===== src/sv/gwa_pkg.sv =====
// Shared constants and command type for the gated window average block.
package gwa_pkg;

  localparam int SAMPLES  = 8;
  localparam int DIST_W   = 16;
  localparam int PTR_W    = (SAMPLES > 1) ? $clog2(SAMPLES) : 1;
  localparam int CNT_W    = $clog2(SAMPLES + 1);
  localparam int SUM_W    = DIST_W + CNT_W;
  localparam int DIV_CW   = $clog2(SUM_W);
  localparam int GOOD_W   = 4;
  localparam int CFG_IDX_W = 1;
  localparam int TDATA_W  = ((DIST_W + GOOD_W + 7) / 8) * 8;

  localparam logic [CFG_IDX_W-1:0] REG_MIN = CFG_IDX_W'(0);
  localparam logic [CFG_IDX_W-1:0] REG_MAX = CFG_IDX_W'(1);

  typedef struct packed {
    logic             wr;
    logic             rd;
    logic [PTR_W-1:0] rd_addr;
    logic             div_init;
    logic             div_step;
    logic             load_out;
  } gwa_cmd_t;

endpackage


===== src/sv/gwa_ctrl.sv =====
// Controller: sequences ring write, ring walk, serial divide and result hand-off.
module gwa_ctrl (
  input  logic            clk,
  input  logic            rst,
  input  logic            s_tvalid,
  output logic            s_tready,
  output logic            m_tvalid,
  input  logic            m_tready,
  output gwa_pkg::gwa_cmd_t cmd
);
  import gwa_pkg::*;

  localparam logic [2:0] ST_IDLE   = 3'd0;
  localparam logic [2:0] ST_WALK   = 3'd1;
  localparam logic [2:0] ST_SETTLE = 3'd2;
  localparam logic [2:0] ST_DINIT  = 3'd3;
  localparam logic [2:0] ST_DIV    = 3'd4;
  localparam logic [2:0] ST_FIN    = 3'd5;

  logic [2:0]        state;
  logic [2:0]        state_next;
  logic [PTR_W-1:0]  walk;
  logic [DIV_CW-1:0] step;
  logic              out_valid;
  logic              accept;
  logic              out_free;

  assign accept   = s_tvalid && s_tready;
  assign out_free = !out_valid || m_tready;
  assign s_tready = (state == ST_IDLE);
  assign m_tvalid = out_valid;

  always_comb begin
    state_next = state;
    unique case (state)
      ST_IDLE:   if (accept) state_next = ST_WALK;
      ST_WALK:   if (walk == PTR_W'(SAMPLES - 1)) state_next = ST_SETTLE;
      ST_SETTLE: state_next = ST_DINIT;
      ST_DINIT:  state_next = ST_DIV;
      ST_DIV:    if (step == DIV_CW'(SUM_W - 1)) state_next = ST_FIN;
      ST_FIN:    if (out_free) state_next = ST_IDLE;
      default:   state_next = ST_IDLE;
    endcase
  end

  always_comb begin
    cmd          = '0;
    cmd.wr       = accept;
    cmd.rd       = (state == ST_WALK);
    cmd.rd_addr  = walk;
    cmd.div_init = (state == ST_DINIT);
    cmd.div_step = (state == ST_DIV);
    cmd.load_out = (state == ST_FIN) && out_free;
  end

  always_ff @(posedge clk) begin
    if (rst) begin
      state     <= ST_IDLE;
      walk      <= '0;
      step      <= '0;
      out_valid <= 1'b0;
    end else begin
      state <= state_next;
      if (state == ST_WALK) walk <= walk + PTR_W'(1);
      else walk <= '0;
      if (state == ST_DIV) step <= step + DIV_CW'(1);
      else step <= '0;
      if (cmd.load_out) out_valid <= 1'b1;
      else if (m_tready) out_valid <= 1'b0;
    end
  end

endmodule


===== src/sv/gwa_dp.sv =====
// Datapath: gate registers, sample ring, gated accumulator, restoring divider, result register.
module gwa_dp (
  input  logic                          clk,
  input  logic                          rst,
  input  gwa_pkg::gwa_cmd_t             cmd,
  input  logic [gwa_pkg::DIST_W-1:0]    distance_mm,
  input  logic                          cfg_we,
  input  logic [gwa_pkg::CFG_IDX_W-1:0] cfg_index,
  input  logic [gwa_pkg::DIST_W-1:0]    cfg_data,
  output logic [gwa_pkg::DIST_W-1:0]    average_mm,
  output logic                          no_target,
  output logic [gwa_pkg::GOOD_W-1:0]    good_count
);
  import gwa_pkg::*;

  logic [DIST_W-1:0] min_distance_mm;
  logic [DIST_W-1:0] max_distance_mm;
  logic [DIST_W-1:0] ring [SAMPLES];
  logic [SAMPLES-1:0] filled;
  logic [PTR_W-1:0]  wp;
  logic [DIST_W-1:0] rd_data;
  logic              rd_filled;
  logic              acc_en;
  logic [SUM_W-1:0]  sum;
  logic [CNT_W-1:0]  count;
  logic [SUM_W-1:0]  quo;
  logic [CNT_W-1:0]  rem;
  logic [CNT_W:0]    shifted;
  logic [CNT_W:0]    diff;
  logic              hit;

  assign hit     = rd_filled && (rd_data > min_distance_mm) && (rd_data < max_distance_mm);
  assign shifted = {rem, quo[SUM_W-1]};
  assign diff    = shifted - {1'b0, count};

  always_ff @(posedge clk) begin
    if (rst) begin
      min_distance_mm <= DIST_W'(20);
      max_distance_mm <= DIST_W'(4000);
    end else if (cfg_we) begin
      unique case (cfg_index)
        REG_MIN: min_distance_mm <= cfg_data;
        REG_MAX: max_distance_mm <= cfg_data;
        default: ;
      endcase
    end
  end

  always_ff @(posedge clk) begin
    if (cmd.wr) ring[wp] <= distance_mm;
    if (cmd.rd) rd_data <= ring[cmd.rd_addr];
  end

  always_ff @(posedge clk) begin
    if (rst) begin
      filled    <= '0;
      wp        <= '0;
      rd_filled <= 1'b0;
      acc_en    <= 1'b0;
    end else begin
      if (cmd.wr) begin
        filled[wp] <= 1'b1;
        wp <= (wp == PTR_W'(SAMPLES - 1)) ? '0 : wp + PTR_W'(1);
      end
      rd_filled <= filled[cmd.rd_addr];
      acc_en    <= cmd.rd;
    end
  end

  always_ff @(posedge clk) begin
    if (cmd.wr) begin
      sum   <= '0;
      count <= '0;
    end else if (acc_en && hit) begin
      sum   <= sum + SUM_W'(rd_data);
      count <= count + CNT_W'(1);
    end
    if (cmd.div_init) begin
      quo <= sum;
      rem <= '0;
    end else if (cmd.div_step) begin
      if (!diff[CNT_W]) begin
        rem <= diff[CNT_W-1:0];
        quo <= {quo[SUM_W-2:0], 1'b1};
      end else begin
        rem <= shifted[CNT_W-1:0];
        quo <= {quo[SUM_W-2:0], 1'b0};
      end
    end
    if (cmd.load_out) begin
      average_mm <= (count == '0) ? '0 : quo[DIST_W-1:0];
      no_target  <= (count == '0);
      good_count <= GOOD_W'(count);
    end
  end

endmodule


===== src/sv/gated_window_average.sv =====
// Top level of the gated window average block.
// Input stream s_*: one 16-bit distance sample in millimetres per item.
// Output stream m_*: one result per input item: mean of the stored readings
// strictly inside the gate (min_distance_mm, max_distance_mm), their count,
// and a no-target flag when none qualify.
// Config channel cfg_*: index 0 sets min_distance_mm, index 1 max_distance_mm.
// Writes are always taken; write only while no item is in flight.
// Each item is written into an 8-entry ring, the ring is walked one entry per
// cycle through its single read port, then a restoring divider produces one
// quotient bit per cycle over the 20-bit sum.
// After accept the controller walks the ring (WALK), lets the last reading
// accumulate (SETTLE), loads the divider (DINIT), divides (DIV) and loads the result
// (FIN); a new item is taken only back in IDLE, so the ring walk and the serial divide set the item rate.
// The result register holds while m_tready is low; a following item may be
// accepted and processed, but its result waits until the register is taken.
// Reset clears the ring's fill flags (unfilled entries are skipped), the write
// pointer, sets the gate registers to 20 and 4000, and drops m_tvalid.
module gated_window_average (
  input  logic                          clk,
  input  logic                          rst,
  input  logic                          s_tvalid,
  output logic                          s_tready,
  input  logic [gwa_pkg::DIST_W-1:0]    s_tdata,   // [15:0] distance_mm
  output logic                          m_tvalid,
  input  logic                          m_tready,
  output logic [gwa_pkg::TDATA_W-1:0]   m_tdata,   // [15:0] average_mm, [19:16] good_count
  output logic [0:0]                    m_tuser,   // [0] no_target
  input  logic                          cfg_valid,
  output logic                          cfg_ready,
  input  logic [gwa_pkg::CFG_IDX_W-1:0] cfg_index,
  input  logic [gwa_pkg::DIST_W-1:0]    cfg_data
);
  import gwa_pkg::*;

  gwa_cmd_t          cmd;
  logic [DIST_W-1:0] average_mm;
  logic              no_target;
  logic [GOOD_W-1:0] good_count;

  assign cfg_ready = 1'b1;
  assign m_tdata   = TDATA_W'({good_count, average_mm});
  assign m_tuser   = no_target;

  gwa_ctrl u_ctrl (
    .clk      (clk),
    .rst      (rst),
    .s_tvalid (s_tvalid),
    .s_tready (s_tready),
    .m_tvalid (m_tvalid),
    .m_tready (m_tready),
    .cmd      (cmd)
  );

  gwa_dp u_dp (
    .clk         (clk),
    .rst         (rst),
    .cmd         (cmd),
    .distance_mm (s_tdata),
    .cfg_we      (cfg_valid && cfg_ready),
    .cfg_index   (cfg_index),
    .cfg_data    (cfg_data),
    .average_mm  (average_mm),
    .no_target   (no_target),
    .good_count  (good_count)
  );

endmodule


===== config.mk =====
export PLATFORM = sky130hd
export DESIGN_NAME = gated_window_average
export DESIGN_NICKNAME = d
export VERILOG_FILES = /design/src/sv/gwa_pkg.sv /design/src/sv/gwa_ctrl.sv /design/src/sv/gwa_dp.sv /design/src/sv/gated_window_average.sv
export SDC_FILE = /design/constraint.sdc
export NUM_CORES = 1
export LEC_CHECK = 0
export BUFFER_PORTS_ARGS = -buffer_cell sky130_fd_sc_hd__buf_2
export CAP_MARGIN = 20
export CORE_ASPECT_RATIO = 2
export CORE_UTILIZATION = 35
export DETAILED_ROUTE_END_ITERATION = 6
export PLACE_DENSITY = 0.6
export SLEW_MARGIN = 0
export SYNTH_ARGS = -nofsm -noshare
export SYNTH_HDL_FRONTEND = slang
export SYNTH_HIERARCHICAL = 1
export SYNTH_SLANG_ARGS = --single-unit

===== constraint.sdc =====
create_clock -name clk -period 3.56 [get_ports clk]
set_input_delay 0.534 -clock clk [delete_from_list [all_inputs] [get_ports clk]]
set_output_delay 0.534 -clock clk [all_outputs]
set_load 0.005 [all_outputs]

After elaboration in Yosys (flattened, before gate mapping)
Memory sizes are Yosys's and may differ from the RTL's. A register that Yosys moved wholly into a read port is not among the register bits.
Cells that the tools add are included.
- register bits after elaboration: 126
- latch bits: 0
- bits in writable memories: 128
- bits in read-only memories: 0
- output and inout bits: 28
- memories kept: 1
- memory list (memory ; depth ; width ; read ports ; clocked after Yosys merged registers in ; write ports ; line ; text):
    u_dp.ring ; 8 ; 16 ; 1 ; 1 ; 1 ; gwa_dp.sv:18 ; logic [DIST_W-1:0] ring [SAMPLES];
- $add $sub $neg: 6
- multipliers: 0
- divide/modulo/power cells: 0
- order comparisons: 5
- equality and inequality tests: 12
- shift operators: 0
- multiplexer cells: 18
- bitwise logic cells: 4
- reduce and logical (&&, ||, !) cells: 17
- operator list (kind ; count):
    $mux 20 ; 2
    $add 20x16->20 ; 1
    $pmux 3 s6 ; 1
    $gt 16x16->1 ; 1
    $lt 16x16->1 ; 1
    $mux 3 ; 5
    $eq 3x3->1 const B ; 4
    $lt 3x4->1 const B ; 2
    $or 8x8->8 ; 1
    $mux 1 ; 7
    $add 3x1->3 const B ; 2
    $eq 3x2->1 const B ; 2
    $logic_and 1x1->1 ; 6
    $add 5x1->5 const B ; 1
    $eq 5x5->1 const B ; 1
    $sub 5x4->5 ; 1
    $add 4x1->4 const B ; 1
    $logic_not 4->1 ; 1
    $mux 4 ; 1
    $ne 2x1->1 const B ; 2
    $ne 2x2->1 const B ; 2
    $reduce_and 2->1 ; 2
    $reduce_and 4->1 ; 1
    $reduce_bool 2->1 ; 2
    9 further kinds ; 12

Longest topological paths before layout
Gate-level depths: netlist (run 1).
- depth after elaboration: 5
- gate-level depth with buffers: 11
- depth with buffers taken out: 10

Hierarchy
Netlist (run 1), hierarchy kept.
- by module, submodules not included (module ; instances ; cells an instance ; area each (um2) ; sequential area each (um2)):
    gwa_dp ; 1 ; 808 ; 11220.8 ; 7016.7
    gwa_ctrl ; 1 ; 61 ; 559.3 ; 240.2
    gated_window_average ; 1 ; 7 ; 45.0 ; 0.0

Least setup slack after synthesis (run 1)
No wires, ideal clock.
- kind: reg-to-reg
- start point: register u_ctrl.state[2]
- end point: memory u_dp.ring[0][0] (enable)
- library setup time: 0.412 ns
- arrival time: 2.250 ns
- slack: 0.898 ns
- stages on the path, launching flop included: 7
- path buffers: 2
- period minus slack after synthesis: 2.662 ns
- cells stage by stage: dfxtp_1 > buf_6 > nor3_1 > and2_1 > buf_4 > nand2b_1 > nor3_1
- longest elaborated chain between the ends: 4
- RTL lines (what ; line ; text):
    start: declaration ; gwa_ctrl.sv:20 ; logic [2:0] state;
    start signal: assignment ; gwa_ctrl.sv:63 ; state <= state_next;
    $logic_not 3->1 ; gwa_ctrl.sv:30 ; assign s_tready = (state == ST_IDLE);
    named net s_tready ; gated_window_average.sv:22 ; output logic s_tready,
    $logic_and 1x1->1 ; gwa_ctrl.sv:28 ; assign accept = s_tvalid && s_tready;
    named net u_ctrl.accept ; gwa_ctrl.sv:25 ; logic accept;
    $mux 1 ; gwa_dp.sv:50 ; if (cmd.wr) ring[wp] <= distance_mm;
    $mux 1 (not written as such) ; gwa_dp.sv:50 ;
    end: declaration ; gwa_dp.sv:18 ;
The timed path passes the listed nets, and every way through them passes these cells.

Final worst setup path (run 1)
- start point: register u_dp.rd_data[2], read port of u_dp.ring
- end point: register u_dp.sum[17]
- longest elaborated chain between the ends: 4
- elaborated cells between the ends (all ways): 6
- RTL lines (what ; line ; text):
    start: declaration ; gwa_dp.sv:21 ; logic [DIST_W-1:0] rd_data;
    $gt 16x16->1 ; gwa_dp.sv:32 ; assign hit = rd_filled && (rd_data > min_distance_mm) && (rd_data < max_distance_mm);
    $logic_and 1x1->1 (2 in a row) ; gwa_dp.sv:32 ;
    $logic_and 1x1->1 ; gwa_dp.sv:74 ; end else if (acc_en && hit) begin
    end signal: assignment ; gwa_dp.sv:75 ; sum <= sum + SUM_W'(rd_data);
    end: declaration ; gwa_dp.sv:24 ; logic [SUM_W-1:0] sum;
Parallel ways exist; a longest one is shown, timed or not.
A chain may end at the register's enable or synchronous reset.

==> results of run 1 <==
## cells in the final DEF, fill, tap and decap left out, types with 5 or more instances in the layout
cell type	instances
nand4_1	6
nor3_1	6
conb_1	5
mux2i_1	18
nand3b_1	7
nand2_1	72
dfxtp_1	84
xnor2_1	15
clkbuf_1	7
nand2b_1	11
o21ai_0	10
xor2_1	5
a21oi_1	57
and2_1	5
buf_2	60
ha_1	58
and3_1	5
nor2b_1	26
clkinv_2	5
mux2_2	37
inv_1	47
buf_4	15
a21o_1	14
clkbuf_16	25
mux4_2	34
nor2_1	62
nand3_1	8
edfxtp_1	185
## per-layer routing
metal | wire [um] | up-vias
li1 | - | 3317
met1 | 8450 | 3316
met2 | 14400 | 105
met3 | 804 | 58
met4 | 1120 | 2
met5 | 8 | -
## power breakdown
group | switching [mW] | internal [mW] | total, mW
registers | 0.0402 | 3.42 | 3.46
logic | 0.250 | 0.183 | 0.433
clock network | 1.15 | 1.51 | 2.65
total | 1.44 | 5.11 | 6.55
## through the flow
stage / setup slack [ps] / total power, mW
after floorplan: 898 / 3.82
after global placement: 748 / 3.95
after detailed placement: 690 / 3.97
after CTS: 659 / 6.65
after global routing: 491 / 6.79
final: 677 / 6.55
## synth_stat cells, types with 2 or more instances
cell / n
buf_1: 3
nand3_1: 8
nor3_1: 8
o31ai_1: 2
and2_1: 5
nand3b_1: 7
a211oi_1: 4
a22o_2: 2
buf_4: 9
mux4_2: 34
a211o_1: 4
nor2b_1: 26
o21a_1: 3
mux2_2: 37
nor2_1: 63
nor4_1: 2
and3_1: 5
nand2b_1: 11
fa_1: 2
xor2_1: 5
a21oi_1: 57
o211ai_1: 4
dfxtp_1: 85
xnor2_1: 15
a21o_1: 14
buf_2: 5
edfxtp_1: 185
nand2_1: 72
mux2i_1: 18
o21ai_0: 10
a21oi_2: 2
a31oi_1: 3
conb_1: 2
nand4_1: 6
o21ai_1: 2
inv_1: 47
ha_1: 58
clkbuf_1: 24
## worst paths after layout
path	from	endpoint	slack, ps	cells after the start
min	cfg_data[11]	u_dp/max_distance_mm[11]	230	3
max reg2reg	u_dp/rd_data[2]	u_dp/sum[17]	680	8
max	u_dp/rd_data[2]	u_dp/sum[17]	680	8
min reg2reg	u_dp/count[2]	u_dp/good_count[2]	440	0
## sequential cells by signal, indices dropped and copies added, names as in the netlist, 3 cells and up
name	cells
u_dp/filled	8
u_dp/sum	20
u_dp/average_mm	16
u_dp/wp	3
u_ctrl/walk	3
u_dp/quo	20
u_dp/ring	128
u_dp/max_distance_mm	16
u_dp/min_distance_mm	16
u_dp/rem	4
u_ctrl/step	5
u_ctrl/state	3
u_dp/good_count	4
u_dp/rd_data	16
u_dp/count	4
## kinds of logic after synthesis
kind of cell,share of synthesized area [%]
other cells,0.0635
compound gates,6.56
simple gates,9.30
buf+inv,3.23
xor+xnor,1.48
mux,11.5
fa+ha+maj,6.48
flops,61.4
## worst max-delay path: stages (launching register included)
cell      delay (ps)
edfxtp_1         420
ha_1             310
a211o_1          260
a31oi_1          200
nor3_1           160
o41ai_4          370
and3_2           640
a311oi_1         180
a41o_1           230
## layout make-up
| type | instances | area share (%) |
|---|---|---|
| antenna | 1 | 0.0186 |
| clock buffer | 35 | 5.16 |
| clock inverter | 10 | 0.838 |
| inverter | 47 | 1.31 |
| multi-input combinational | 520 | 31.3 |
| sequential | 270 | 54.0 |
| tap | 432 | 4.02 |
| timing repair buffer | 76 | 3.28 |
==> impl_metrics.json, run 1 <==
{
  "outcome": "complete, no violations",
  "dpl-instance-area_mm2": 0.0126,
  "met1_usage_pct": 13.3,
  "clk_pin_slew_ps": 70,
  "synth_top_area_share_pct": 47.0,
  "critPathMaxFanout": 22,
  "grt_pass1_vias": 7215,
  "final_core_utilization_pct": 40.6,
  "rsz0062_at_grt": "false",
  "maxCapViolCount": 0,
  "ctsRootBufferMaster": "clkbuf_16",
  "die_w_um": 132,
  "leakage_nw": 4.81,
  "grt_overflow": 0,
  "grt_pass1_wl_um": 38800,
  "use_met2_pct": 30.8,
  "fin_nets": 1038,
  "fin_worst_skew_ps": 9.39,
  "die_y_um": 262,
  "post_drt_wl_per_cell_um": 17.8,
  "dr.first_iter.drc_count": 319,
  "syn_area_per_cell_um2": 13.5,
  "grt_max_degree": 53,
  "placed_cells": 1344,
  "min_period_over_period_pct": 81.0,
  "maxSlewViolCount": 0,
  "netlist_area_mm2": 0.0118,
  "timing.final.setup_violations": 0,
  "core_area_mm2": 0.0330,
  "ys.warnings.count": 6,
  "wirelength_um": 24800,
  "htreeDepth": 1,
  "hold_violations": 0,
  "syn_inst": 876,
  "cts_made_buffers": 25,
  "cp.arrival_ps": 3310,
  "final_area_mm2": 0.0134,
  "area_growth_pct": 13.6,
  "regArea_mm2": 0.00726,
  "crit_type": "reg2reg",
  "place_congestion": 0.774,
  "peakVddDrop_mv": 0.316,
  "hpwl_um": 17400,
  "multi_input_area_mm2": 0.00421,
  "hold_ws_ps": 229,
  "io_pins": 66,
  "synth_area_leader_cell": "edfxtp_1",
  "async_flop_share_pct": 0,
  "cp_data_required_time_ps": 3990,
  "cp-end-kind": "register",
  "power-per-cell-area_mw_per_mm2": 487,
  "ys_seq_area_share_pct": 61.4,
  "max_freq_mhz": 347,
  "ys_types": 65,
  "grt_use_met3_pct": 1.99,
  "place.port_buffers": 60,
  "drive_above_1_share_pct": 20.9,
  "cts_tree": "built",
  "worst_slew_pin_slew_ps": 1120,
  "antenna_left": 0,
  "critPathLaunchType": "register",
  "cts_resized": 0,
  "route.detailed.drc": 0,
  "cts.sinks": 270,
  "synth_seq_cells": 270,
  "antenna_found_initial": 2,
  "relSlewSlack_pct": 25.0,
  "grt_usage_pct": 14.7,
  "synth_edf_count": 185,
  "tns_ps": 0,
  "grt-busiest-layer": "met2",
  "avgViaCountPerCell": 4.89,
  "fill_cells": 3085,
  "min_period_ps": 2880,
  "ys.flop_type": "edfxtp_1",
  "clk_latency_ps": 530,
  "start_util_pct": 35.8,
  "core.rowCount": 94,
  "post-cts-setup-buffers": 0,
  "cts_hold_buf": 0,
  "drt_pass1_iterations": 4,
  "die-area_mm2": 0.0346,
  "cts_buffer_depth": 3,
  "synthTopCellsByArea": "edfxtp_1 47%, dfxtp_1 14%, mux4_2 6.5%",
  "min_path_type": "in2reg",
  "routed-via-count": 6798,
  "finalNonFillerCells": 1391
}
No activity file was read; power rests on OpenSTA's default activity.
==> run 2: changes to the inputs <==
==> constraint.sdc (replaced) <==
create_clock -name clk -period 2.85 [get_ports clk]
set_input_delay 0.4275 -clock clk [delete_from_list [all_inputs] [get_ports clk]]
set_output_delay 0.4275 -clock clk [all_outputs]
set_load 0.005 [all_outputs]
==> run 2 against run 1 <==
Worst hold slack worse by 94 ps; critical path depth unchanged; non-clock buffer count increased by 18; core utilization up 0.65 points; routed wire length is 2.4% lower; sequential power is 25% higher; design area grew 1.6%; power up 28%; critical path type unchanged; largest power group unchanged; highest routed layer unchanged.
==> impl_metrics.json, run 2 (synthesized netlist as in run 1, its figures left out) <==
{
  "grt_max_degree": 39,
  "critPathLaunch": "u_dp/rd_data[8]",
  "power.switching_mw": 1.82,
  "tns_ps": 0,
  "cp-end-kind": "register",
  "ff2ff_path_depth": 8,
  "cts.sinks": 270,
  "largestRegisters": "u_dp/ring (128), u_dp/quo (20), u_dp/sum (20)",
  "crit_type": "reg2reg",
  "pwr-share-clk_pct": 42.0,
  "clk_latency_ps": 530,
  "drt_pass1_iterations": 4,
  "fin_worst_skew_ps": 12.0,
  "min_period_over_period_pct": 93.5,
  "layout_commonest_cell": "edfxtp_1",
  "dr.first_iter.drc_count": 347,
  "dpl-instance-area_mm2": 0.0128,
  "final_area_mm2": 0.0136,
  "rsz0062_at_grt": "false",
  "pwr-share-seq_pct": 51.5,
  "leakage_nw": 4.93,
  "critPathLaunchType": "register",
  "htreeDepth": 1,
  "die-area_mm2": 0.0346,
  "grt_usage_pct": 14.5,
  "die_y_um": 262,
  "drive_above_1_share_pct": 22.9,
  "area_growth_pct": 15.4,
  "power_frac_comb_pct": 6.6,
  "max_freq_mhz": 375,
  "core.rowCount": 94,
  "wirelength_um": 24200,
  "clk_pin_slew_ps": 70,
  "p_sw_share_pct": 21.7,
  "antenna_left": 0,
  "crit_end": "u_dp/sum[18]",
  "cts_buffer_depth": 3,
  "min_period_ps": 2660,
  "place_congestion": 0.783,
  "slowest_delay_ps": 530,
  "critPathSlowestCell": "or4_1",
  "cp_data_required_time_ps": 3310,
  "ctsRootBufferMaster": "clkbuf_16",
  "maxCapViolCount": 0,
  "cp_cell_sequence": "buf_4, ha_1, nand4_1, a2111o_1, o211ai_1, nand3_4, or4_1, a21oi_1",
  "reg2reg_from": "u_dp/rd_data[8]",
  "route.detailed.drc": 0,
  "fin_nets": 1055,
  "cts_made_buffers": 24,
  "cp.arrival_ps": 3120,
  "outcome": "complete, no violations",
  "most-common-layout-cells": "185 x edfxtp_1, 84 x dfxtp_1, 72 x nand2_1, 62 x nor2_1, 60 x buf_2",
  "worst_slew_pin_slew_ps": 783,
  "peakVddDrop_mv": 0.466,
  "place.port_buffers": 60,
  "r2r_slack_ps": 190,
  "crit_cells": 8,
  "die_w_um": 132,
  "hold_violations": 0,
  "critPathMaxFanout": 10,
  "cp_num_buf_inv": 1,
  "antenna_found_initial": 4,
  "min_path_type": "in2reg",
  "p_int_mw": 6.58,
  "routed-via-count": 6805,
  "relSlewSlack_pct": 47.8,
  "avgViaCountPerCell": 4.84,
  "post_drt_wl_per_cell_um": 17.2,
  "io_pins": 66,
  "hpwl_um": 17800,
  "start_util_pct": 35.8,
  "power-per-cell-area_mw_per_mm2": 616,
  "grt_pass1_wl_um": 38200,
  "largest_reg_flops": 128,
  "core_area_mm2": 0.0330,
  "cts_tree": "built",
  "grt_pass1_vias": 7133,
  "maxSlewViolCount": 0,
  "cp_top_family": "simple AND/OR/NAND/NOR gates",
  "timing.final.setup_violations": 0,
  "worst_r2r_endpoint": "u_dp/sum[18]",
  "regMostFlops": "u_dp/ring",
  "grt_overflow": 0
}
==> run 2: worst min-delay path by stage <==
| stage | startpoint | endpoint | slack [ps] | cells after the start |
|---|---|---|---|---|
| finish | cfg_data[9] | u_dp/max_distance_mm[9] | 140 | 3 |
| global route | cfg_data[11] | u_dp/max_distance_mm[11] | 120 | 3 |
| CTS | cfg_data[11] | u_dp/max_distance_mm[11] | 110 | 3 |
| detailed placement | u_dp/count[2] | u_dp/good_count[2] | 430 | 0 |
| global placement | u_dp/count[2] | u_dp/good_count[2] | 420 | 0 |
| floorplan | u_dp/count[2] | u_dp/good_count[2] | 410 | 0 |
==> run 2: metrics by stage <==
| step | instances | setup slack [ps] | power [mW] | hold slack, ps | util (%) |
|---|---|---|---|---|---|
| floorplan | 879 | 188 | 4.77 | 408 | - |
| global placement | 1362 | 99.2 | 4.96 | 416 | 38.6 |
| detailed placement | 1362 | 78.9 | 4.97 | 427 | 38.6 |
| CTS | 1405 | 74.9 | 8.51 | 113 | 41.2 |
| global route | 1407 | 38.8 | 8.72 | 122 | 41.3 |
| finish | 1407 | 185 | 8.40 | 135 | 41.3 |
==> run 2: final cells by class <==
type                       instances  area, um2
fill                            3055      19400
inverter                          47        176
antenna                            1       2.50
timing repair buffer              94        581
tap                              432        541
clock inverter                    18        234
clock buffer                      25        626
sequential                       270       7260
multi-input combinational        520       4230
==> run 2: tightest hold or removal path: stages <==
cell and delay (ps):
buf_2 90, nand2_1 40, nand3b_1 70
==> run 2: power by group through the flow <==
stage | sequential (mW) | combinational, mW | clock (mW)
global placement | 4.41 | 0.550 | 0
global route | 4.33 | 0.625 | 3.77
CTS | 4.32 | 0.563 | 3.63
detailed placement | 4.41 | 0.560 | 0
finish | 4.32 | 0.554 | 3.53
floorplan | 4.39 | 0.378 | 0
==> run 2: metal layers <==
layer	up-vias	global-route usage [%]	routed length [um]
li1	3347	-	-
met1	3288	13.3	8060
met2	111	30.5	14300
met3	53	2.06	857
met4	6	6.69	928
met5	-	0	44
==> run 2: timing repair <==
item	4_1_cts	5_1_grt
setup endpoints to repair	0	10
gates resized for setup	0	3
setup buffers	0	1
hold buffers	0	0
